File: src/rtl/bm3d_pkg.sv
// shared types and constants for the 3d binary morphology block
package bm3d_pkg;

  localparam int XW = 9;
  localparam int ZW = 11;
  localparam int PLW = 2 * XW;
  localparam int AW = 4;

  localparam logic [1:0] REG_MODE   = 2'd0;
  localparam logic [1:0] REG_WIDTH  = 2'd1;
  localparam logic [1:0] REG_HEIGHT = 2'd2;
  localparam logic [1:0] REG_DEPTH  = 2'd3;

  localparam logic MODE_DILATE = 1'b0;
  localparam logic MODE_ERODE  = 1'b1;

  localparam logic REQ_VOXEL = 1'b0;
  localparam logic REQ_PAD   = 1'b1;

  typedef struct packed {
    logic          mode;
    logic [XW-1:0] width;
    logic [XW-1:0] height;
    logic [ZW-1:0] depth;
  } cfg_t;

endpackage

File: src/rtl/bm3d_regs.sv
// apb configuration registers
module bm3d_regs (
  input  logic                  clk,
  input  logic                  rst,
  input  logic                  psel,
  input  logic                  penable,
  input  logic                  pwrite,
  input  logic [bm3d_pkg::AW-1:0] paddr,
  input  logic [31:0]           pwdata,
  output logic [31:0]           prdata,
  output logic                  pready,
  output bm3d_pkg::cfg_t        cfg
);
  import bm3d_pkg::*;

  logic wr;

  assign pready = 1'b1;
  assign wr = psel && penable && pwrite;

  always_ff @(posedge clk) begin
    if (rst) begin
      cfg.mode   <= MODE_DILATE;
      cfg.width  <= XW'(256);
      cfg.height <= XW'(256);
      cfg.depth  <= ZW'(256);
    end else if (wr) begin
      unique case (paddr[3:2])
        REG_MODE:   cfg.mode   <= pwdata[0];
        REG_WIDTH:  cfg.width  <= pwdata[XW-1:0];
        REG_HEIGHT: cfg.height <= pwdata[XW-1:0];
        REG_DEPTH:  cfg.depth  <= pwdata[ZW-1:0];
        default: ;
      endcase
    end
  end

  always_comb begin
    unique case (paddr[3:2])
      REG_MODE:   prdata = {31'd0, cfg.mode};
      REG_WIDTH:  prdata = 32'(cfg.width);
      REG_HEIGHT: prdata = 32'(cfg.height);
      REG_DEPTH:  prdata = 32'(cfg.depth);
      default:    prdata = 32'd0;
    endcase
  end

endmodule

File: config.mk
export PLATFORM = sky130hd
export DESIGN_NAME = bm3d_regs
export DESIGN_NICKNAME = d
export VERILOG_FILES = /design/src/rtl/bm3d_pkg.sv /design/src/rtl/bm3d_regs.sv
export SDC_FILE = /design/constraint.sdc
export NUM_CORES = 1
export LEC_CHECK = 0
export BUFFER_PORTS_ARGS = -buffer_cell sky130_fd_sc_hd__buf_4
export CAP_MARGIN = 20
export CORE_UTILIZATION = 25
export DETAILED_ROUTE_END_ITERATION = 10
export PLACE_DENSITY = 0.59
export SYNTH_ARGS = -nofsm -noshare
export SYNTH_HDL_FRONTEND = slang
export SYNTH_SLANG_ARGS = --single-unit
File: constraint.sdc
create_clock -name clk -period 5.6 [get_ports clk]
set_input_delay 1.68 -clock clk [delete_from_list [all_inputs] [get_ports clk]]
set_output_delay 1.68 -clock clk [all_outputs]
set_load 0.01 [all_outputs]
Word level (Yosys, flattened, before mapping):

Index checks and enable logic that the tools add are counted.

* register bits: 30
* latch bits: 0
* memory bits (writable): 0
* memory bits (read-only): 0
* bits of input ports: 41
* output and inout bits: 63
* memories: 0

* $add $sub $neg: 0
* multipliers: 0
* div/mod/pow operators: 0
* magnitude comparators: 0
* equal/unequal tests: 3
* shift-type cells: 0
* mux-type cells: 1
* bitwise gates (word level): 0
* reductions and logical operators: 7

Operators with widths (number)
* $pmux W32 S4: 1
* $reduce_and A2 Y1: 4
* $eq A2 B2 Y1 const B: 2
* $eq A2 B1 Y1 const B: 1
* $logic_and A1 B1 Y1: 2
* $logic_not A2 Y1: 1

Logic depth before layout (Yosys ltp):

Gate-level depths: netlist of run 1.

* depth after elaboration: 3
* mapped depth: 5
* depth with buffers taken out: 3

Least setup slack after synthesis of run 1:

No wires, ideal clock.

* path kind: in2out
* start: input port paddr[2] (netlist bit)
* end: output port prdata[2]
* arrival: 2.448 ns
* data required time: 3.920 ns
* setup slack: 1.472 ns
* stages on the path: 4
* buffers on the path: 2
* path through: buf_6 buf_6 mux2_2 a22o_1

* cells in the longest elaborated chain, start to end: 2
* elaborated cells on any way between the ends: 5
* those cells by class: eq/ne: 3; mux: 1; reduce/logical: 1

RTL lines
* start: declaration: line bm3d_regs.sv:8 `input logic [bm3d_pkg::AW-1:0] paddr,`
* $eq A2 B2 Y1, or another cell as far along: line bm3d_regs.sv:39 `unique case (paddr[3:2])`
* $pmux W32 S4 (*): line bm3d_regs.sv:39
* end: declaration: line bm3d_regs.sv:10 `output logic [31:0] prdata,`

Every way passes the cells marked *; elsewhere a longest branch is shown, timed or not. The select of a mux whose other input is x is not followed.

Worst setup path after layout of run 1:

Ends and elaborated chain as after synthesis.

==> summary.md, run 1 <==
| Metric | Value |
|---|---|
| Status | complete, but fails checks |
| Failing checks | design-rule violations |
| P&R area growth vs syn | 28.9% |
| Pleak | 1.06 nW |
| Sequential fraction of the synthesis area | 35.9% |
| Vias in the first global route | 1,169 |
| Slowest cell on crit path | nor2b_1 |
| Register-to-Register Path Depth | 2 |
| Clk slew on worst S/H paths | 60 ps |
| H-tree level count | 2 |
| Hpwl dp | 2.76 mm |
| RR Startpoint | cfg[22] |
| Fmax | 228 MHz |
| Wire length on met3 | 194 um |
| Starting DRT DRC Count | 48 |
| Routed WL per cell | 13.3 um |
| CTS tree | built |
| First-pass GRT wire length | 5.91 mm |
| Routed vias/inst | 4.21 |
| Hold path cells | 2 |
| Largest Register | cfg |
| CTS Hold Bufs | 0 |
| Logic pwr share | 11.1% |
| Core Box Area | 6420 sq um |
| Diode count | 0 |
| Crit-path max FO | 17 |
| Clock power frac | 43.0% |
| RSZ-0062 raised after global routing | no |
| Sequential share of power | 45.9% |
| Final hold vios | 0 |
| Hold Crit Class | reg -> reg |
| Dpl cell area | 2050 sq um |
| Setup TNS | 0 ps |
| Final Setup Violations | 0 |
| Final worst-path cycle share | 78.5% |
| Postcts setup bufs | 0 |
| Filler cell count | 683 |
| Most common cell after layout, fill and taps aside | buf_4 |
| Flop2flop setup slack | 4970 ps |
| Post-cts sizing count | 0 |
| Crit Path Class | in -> out |
| Max incr delay on CP | 280 ps |
| Commonest non-fill, non-tap cells in the layout | buf_4 (59), nand2b_1 (37), mux2i_1 (30), dfxtp_1 (30), conb_1 (22) |
| Sequential cell area | 601 sq um |
| Worst Hold Path EP | cfg[15] |
| Hold Startpoint | cfg[15] |
| Power density cells | 221 nW/um^2 |
| Rows | 29 |
| Hold WS | 492 ps |
| Clk buf depth | 2 |
| Pint | 0.364 mW |
| Crit end category | output port |
| Sw Share | 23.5% |
| Post-Syn Instances | 164 |
| Metal1 wirelength | 1.72 mm |
| Full die area | 7020 sq um |
| Nets | 258 |
| Largest net degree at the start of global routing | 42 |
| Cell area after synthesis | 1670 sq um |
| Clk_lat worst skew | 280 ps |
| Count of different cell masters after synthesis | 22 |
| Flip-flop count of the largest register after layout | 30 |
| Footprint of the multi-input gates | 906 sq um |
| Die height | 83.8 um |
| # IOs | 104 |
| Die Wd | 83.8 um |
| Maxcap violations | 0 |
| Total wire length | 3.93 mm |
| Max IR drop VDD | 0.113 mV |
| Drt first pass iters | 9 |
| Reg-to-Reg End | cfg[22] |
| Initial Util | 26.0% |
| Final GP Congestion | 0.640 |
| Worst clock skew | 0 ps |
| Number of synthesized register bits | 30 |
| Vias | 1,242 |
| Top sig layer | met4 |
| Initial antenna violation count | 0 |
| Clock sinks | 30 |
| Root buf cell | clkbuf_8 |
| Max-slew violation count | 0 |
| Critical path startpoint category | primary input |
| Arrival time worst endpoint | 2710 ps |
| DRC errors left | 16 |
| Synth warnings | 0 |
| Final instance area | 2160 sq um |
| CP Data Required Time | 3920 ps |
| Final min period | 4390 ps |
| Avg Inst Size Synth | 10.2 sq um |
| Sw Pwr | 0.112 mW |
| CP Cell Sequence | buf_4 > nor2b_1 > buf_4 > a22o_1 > buf_4 |
| CTS buffer count | 5 |
| CP most frequent cell | buf_4 |
| Met2 WL post-DR | 1.96 mm |
| Antenna-violating nets left | 0 |
| Largest regs | cfg (30) |
| Remaining Overflow, GRT | 0 |
| Layout cell share with drive strength beyond 1 | 36.7% |
| GRT Total Usage | 11.1% |
| Input/output buffers | 58 |
power groups by stage:
stage                     logic (mW)  registers [mW]  clock network [mW]
final                         0.0529           0.218               0.205
after global routing          0.0577           0.219               0.220
after CTS                     0.0535           0.218               0.212
after detailed placement      0.0534           0.223                   0
after global placement        0.0535           0.223                   0
after floorplan               0.0447           0.224                   0
synth_stat cells:
| master | instances | area [sq um] |
|---|---|---|
| nand3_2 | 1 | 10.0 |
| dfxtp_1 | 30 | 601 |
| nor2b_1 | 1 | 6.26 |
| and3_4 | 1 | 11.3 |
| nand2b_1 | 37 | 231 |
| nor3b_4 | 1 | 18.8 |
| mux2i_1 | 30 | 300 |
| a22o_1 | 8 | 70.1 |
| and3_1 | 3 | 18.8 |
| nand3b_1 | 1 | 7.51 |
| buf_6 | 4 | 45.0 |
| nand3_1 | 1 | 5.00 |
| mux4_2 | 1 | 22.5 |
| conb_1 | 2 | 7.51 |
| mux2_2 | 8 | 90.1 |
| buf_2 | 1 | 5.00 |
| nor2_1 | 4 | 15.0 |
| nor3_1 | 1 | 5.00 |
| clkbuf_1 | 4 | 15.0 |
| buf_4 | 23 | 173 |
| buf_1 | 1 | 3.75 |
| nand2_4 | 1 | 11.3 |
per-layer routing:
metal,vias up,track usage (%)
li1,611,-
met5,-,0
met3,7,3.07
met1,578,13.2
met2,46,19.1
met4,0,4.23
area by class of cell:
type / instances / share of cell area [%]
Timing Repair Buffer: 59 / 20.5
Tap cell: 77 / 4.47
Clock buffer: 8 / 5.11
Sequential cell: 30 / 27.9
Multi-Input combinational cell: 121 / 42.0
cells by family after synthesis:
logic type	after synthesis	synth area share [%]
other	2	0.449
flip-flops	30	35.9
buffers and inverters	33	14.4
multiplexers	39	24.7
AO/OA/AOI/OAI	8	4.19
AND/OR/NAND/NOR	52	20.3
through the flow:
step / setup WS (ps) / cells / power (mW) / util [%]
2_1_floorplan: 1470 / 184 / 0.269 / -
3_3_place_gp: 1170 / 287 / 0.277 / 31.9
3_5_place_dp: 1190 / 287 / 0.277 / 31.9
4_1_cts: 1190 / 295 / 0.484 / 33.6
5_1_grt: 1130 / 295 / 0.496 / 33.6
6_report: 1210 / 295 / 0.476 / 33.6
worst max-delay path by stage:
stage	startpoint	to	slack [ps]	depth (start not counted)
final	paddr[2]	prdata[2]	1210	5
after global routing	paddr[2]	prdata[2]	1130	5
after floorplan	paddr[2]	prdata[2]	1470	4
after detailed placement	paddr[2]	prdata[3]	1190	5
after global placement	paddr[2]	prdata[4]	1170	5
after CTS	paddr[2]	prdata[2]	1190	5
worst max-delay path: cells and delay by family:
family                 cells  cell delay [ps]
AOI/OAI and AO/OA          1              170
and+or+nand+nor            1              280
buffers and inverters      3              590
Power figures use the tool's default switching activity.
==> run 2: changes to the inputs <==
==> constraint.sdc (replaced) <==
create_clock -name clk -period 4.4 [get_ports clk]
set_input_delay 1.32 -clock clk [delete_from_list [all_inputs] [get_ports clk]]
set_output_delay 1.32 -clock clk [all_outputs]
set_load 0.01 [all_outputs]
==> summary.md, run 2 (same netlist as run 1, synthesis figures left out) <==
| Metric | Value |
|---|---|
| Status | complete, but fails checks |
| Failing checks | design-rule violations |
| Die height | 83.8 um |
| Flip-flop count of the largest register after layout | 30 |
| Worst Hold Path EP | cfg[0] |
| Final worst-path cycle share | 81.6% |
| Diode count | 0 |
| Crit end category | output port |
| Flop2flop setup slack | 3750 ps |
| Dpl cell area | 2050 sq um |
| Pleak | 1.05 nW |
| RSZ-0062 raised after global routing | no |
| GRT Total Usage | 11.5% |
| Nets | 259 |
| Routed vias/inst | 4.25 |
| First-pass GRT wire length | 6.13 mm |
| Setup TNS | 0 ps |
| Commonest non-fill, non-tap cells in the layout | buf_4 (60), nand2b_1 (37), mux2i_1 (30), dfxtp_1 (30), conb_1 (22) |
| CP Data Required Time | 3080 ps |
| Sw Pwr | 0.139 mW |
| Largest Register | cfg |
| Largest net degree at the start of global routing | 42 |
| DRC errors left | 16 |
| Final instance area | 2140 sq um |
| RR Startpoint | cfg[6] |
| Crit Path Class | in -> out |
| Worst Setup SP | paddr[2] |
| Vias | 1,249 |
| Hold path cells | 2 |
| Hpwl dp | 2.77 mm |
| Power density cells | 265 nW/um^2 |
| Initial antenna violation count | 0 |
| Largest regs | cfg (30) |
| Filler cell count | 674 |
| Sw Share | 24.6% |
| CTS Hold Bufs | 0 |
| Max-slew violation count | 0 |
| Post-cts sizing count | 0 |
| P&R area growth vs syn | 27.7% |
| Critical path startpoint category | primary input |
| Starting DRT DRC Count | 62 |
| Final hold vios | 0 |
| Clk buf depth | 2 |
| Hold Startpoint | cfg[0] |
| Crit-path max FO | 17 |
| Full die area | 7020 sq um |
| Logic pwr share | 12.1% |
| Remaining Overflow, GRT | 0 |
| Layout cell share with drive strength beyond 1 | 36.4% |
| Clk_lat worst skew | 280 ps |
| H-tree level count | 2 |
| Final Setup Violations | 0 |
| Input/output buffers | 58 |
| # IOs | 104 |
| Final GP Congestion | 0.648 |
| Max IR drop VDD | 0.120 mV |
| Clock power frac | 38.8% |
| Fmax | 278 MHz |
| Rows | 29 |
| Clk slew on worst S/H paths | 60 ps |
| Initial Util | 26.0% |
| Maxcap violations | 0 |
| Core Box Area | 6420 sq um |
| Hold WS | 490 ps |
| Arrival time worst endpoint | 2270 ps |
| Drt first pass iters | 7 |
| Hold Crit Class | reg -> reg |
| Vias in the first global route | 1,196 |
| Most common cell after layout, fill and taps aside | buf_4 |
| Postcts setup bufs | 0 |
| Root buf cell | clkbuf_8 |
| CTS tree | built |
| Total wire length | 3.97 mm |
| CTS buffer count | 5 |
| Reg-to-Reg End | cfg[6] |
| Die Wd | 83.8 um |
| Worst clock skew | 0 ps |
| Clock sinks | 30 |
| Final min period | 3590 ps |
| Sequential share of power | 49.1% |
| Register-to-Register Path Depth | 2 |
| Routed WL per cell | 13.5 um |
| Pint | 0.427 mW |
| Antenna-violating nets left | 0 |
==> run 2: changes by cell type in the layout (fill, tap and decap cells not counted), sizes merged <==
cell	delta
clkbuf	-2
buf	+1
==> run 2: stage by stage <==
step | setup slack [ps] | total power [mW] | util, % | std cells
after floorplan | 992 | 0.342 | - | 184
final | 808 | 0.566 | 33.3 | 294
after global placement | 794 | 0.353 | 32.0 | 288
after global routing | 770 | 0.592 | 33.3 | 294
after detailed placement | 797 | 0.353 | 32.0 | 288
after CTS | 788 | 0.574 | 33.3 | 294
==> run 2: worst max-delay path by stage <==
stage          slack [ps]   endpoint
2_1_floorplan         990  prdata[2]
3_3_place_gp          790  prdata[2]
3_5_place_dp          800  prdata[2]
4_1_cts               790  prdata[2]
5_1_grt               770  prdata[2]
6_report              810  prdata[2]
==> run 2: cell type report <==
class                   instances  area (sq um)  share of cell area, %
clock buffers                   6          82.6                   3.87
repair buffers                 60           450                   21.1
well taps                      77          96.3                   4.51
flip-flops and latches         30           601                   28.1
multi-input cells             121           906                   42.4
==> run 2: per-layer routing <==
| layer | global-route usage [%] | vias to the layer above | wire [um] |
|---|---|---|---|
| met4 | 4.70 | 0 | 52 |
| met1 | 13.9 | 588 | 1770 |
| li1 | - | 612 | - |
| met5 | 0 | - | 0 |
| met2 | 19.0 | 42 | 1940 |
| met3 | 3.46 | 7 | 216 |
==> run 2: worst max-delay path, cell delays in order <==
cell and delay [ps]:
buf_4 240, mux2_2 380, a22o_1 180, buf_4 140
==> run 2: power by group through the flow <==
stage                     combinational (mW)  sequential, mW  clock (mW)
final                                 0.0682           0.278       0.220
after global routing                  0.0745           0.278       0.239
after CTS                             0.0696           0.278       0.227
after detailed placement              0.0692           0.284           0
after global placement                0.0692           0.284           0
after floorplan                       0.0568           0.285           0
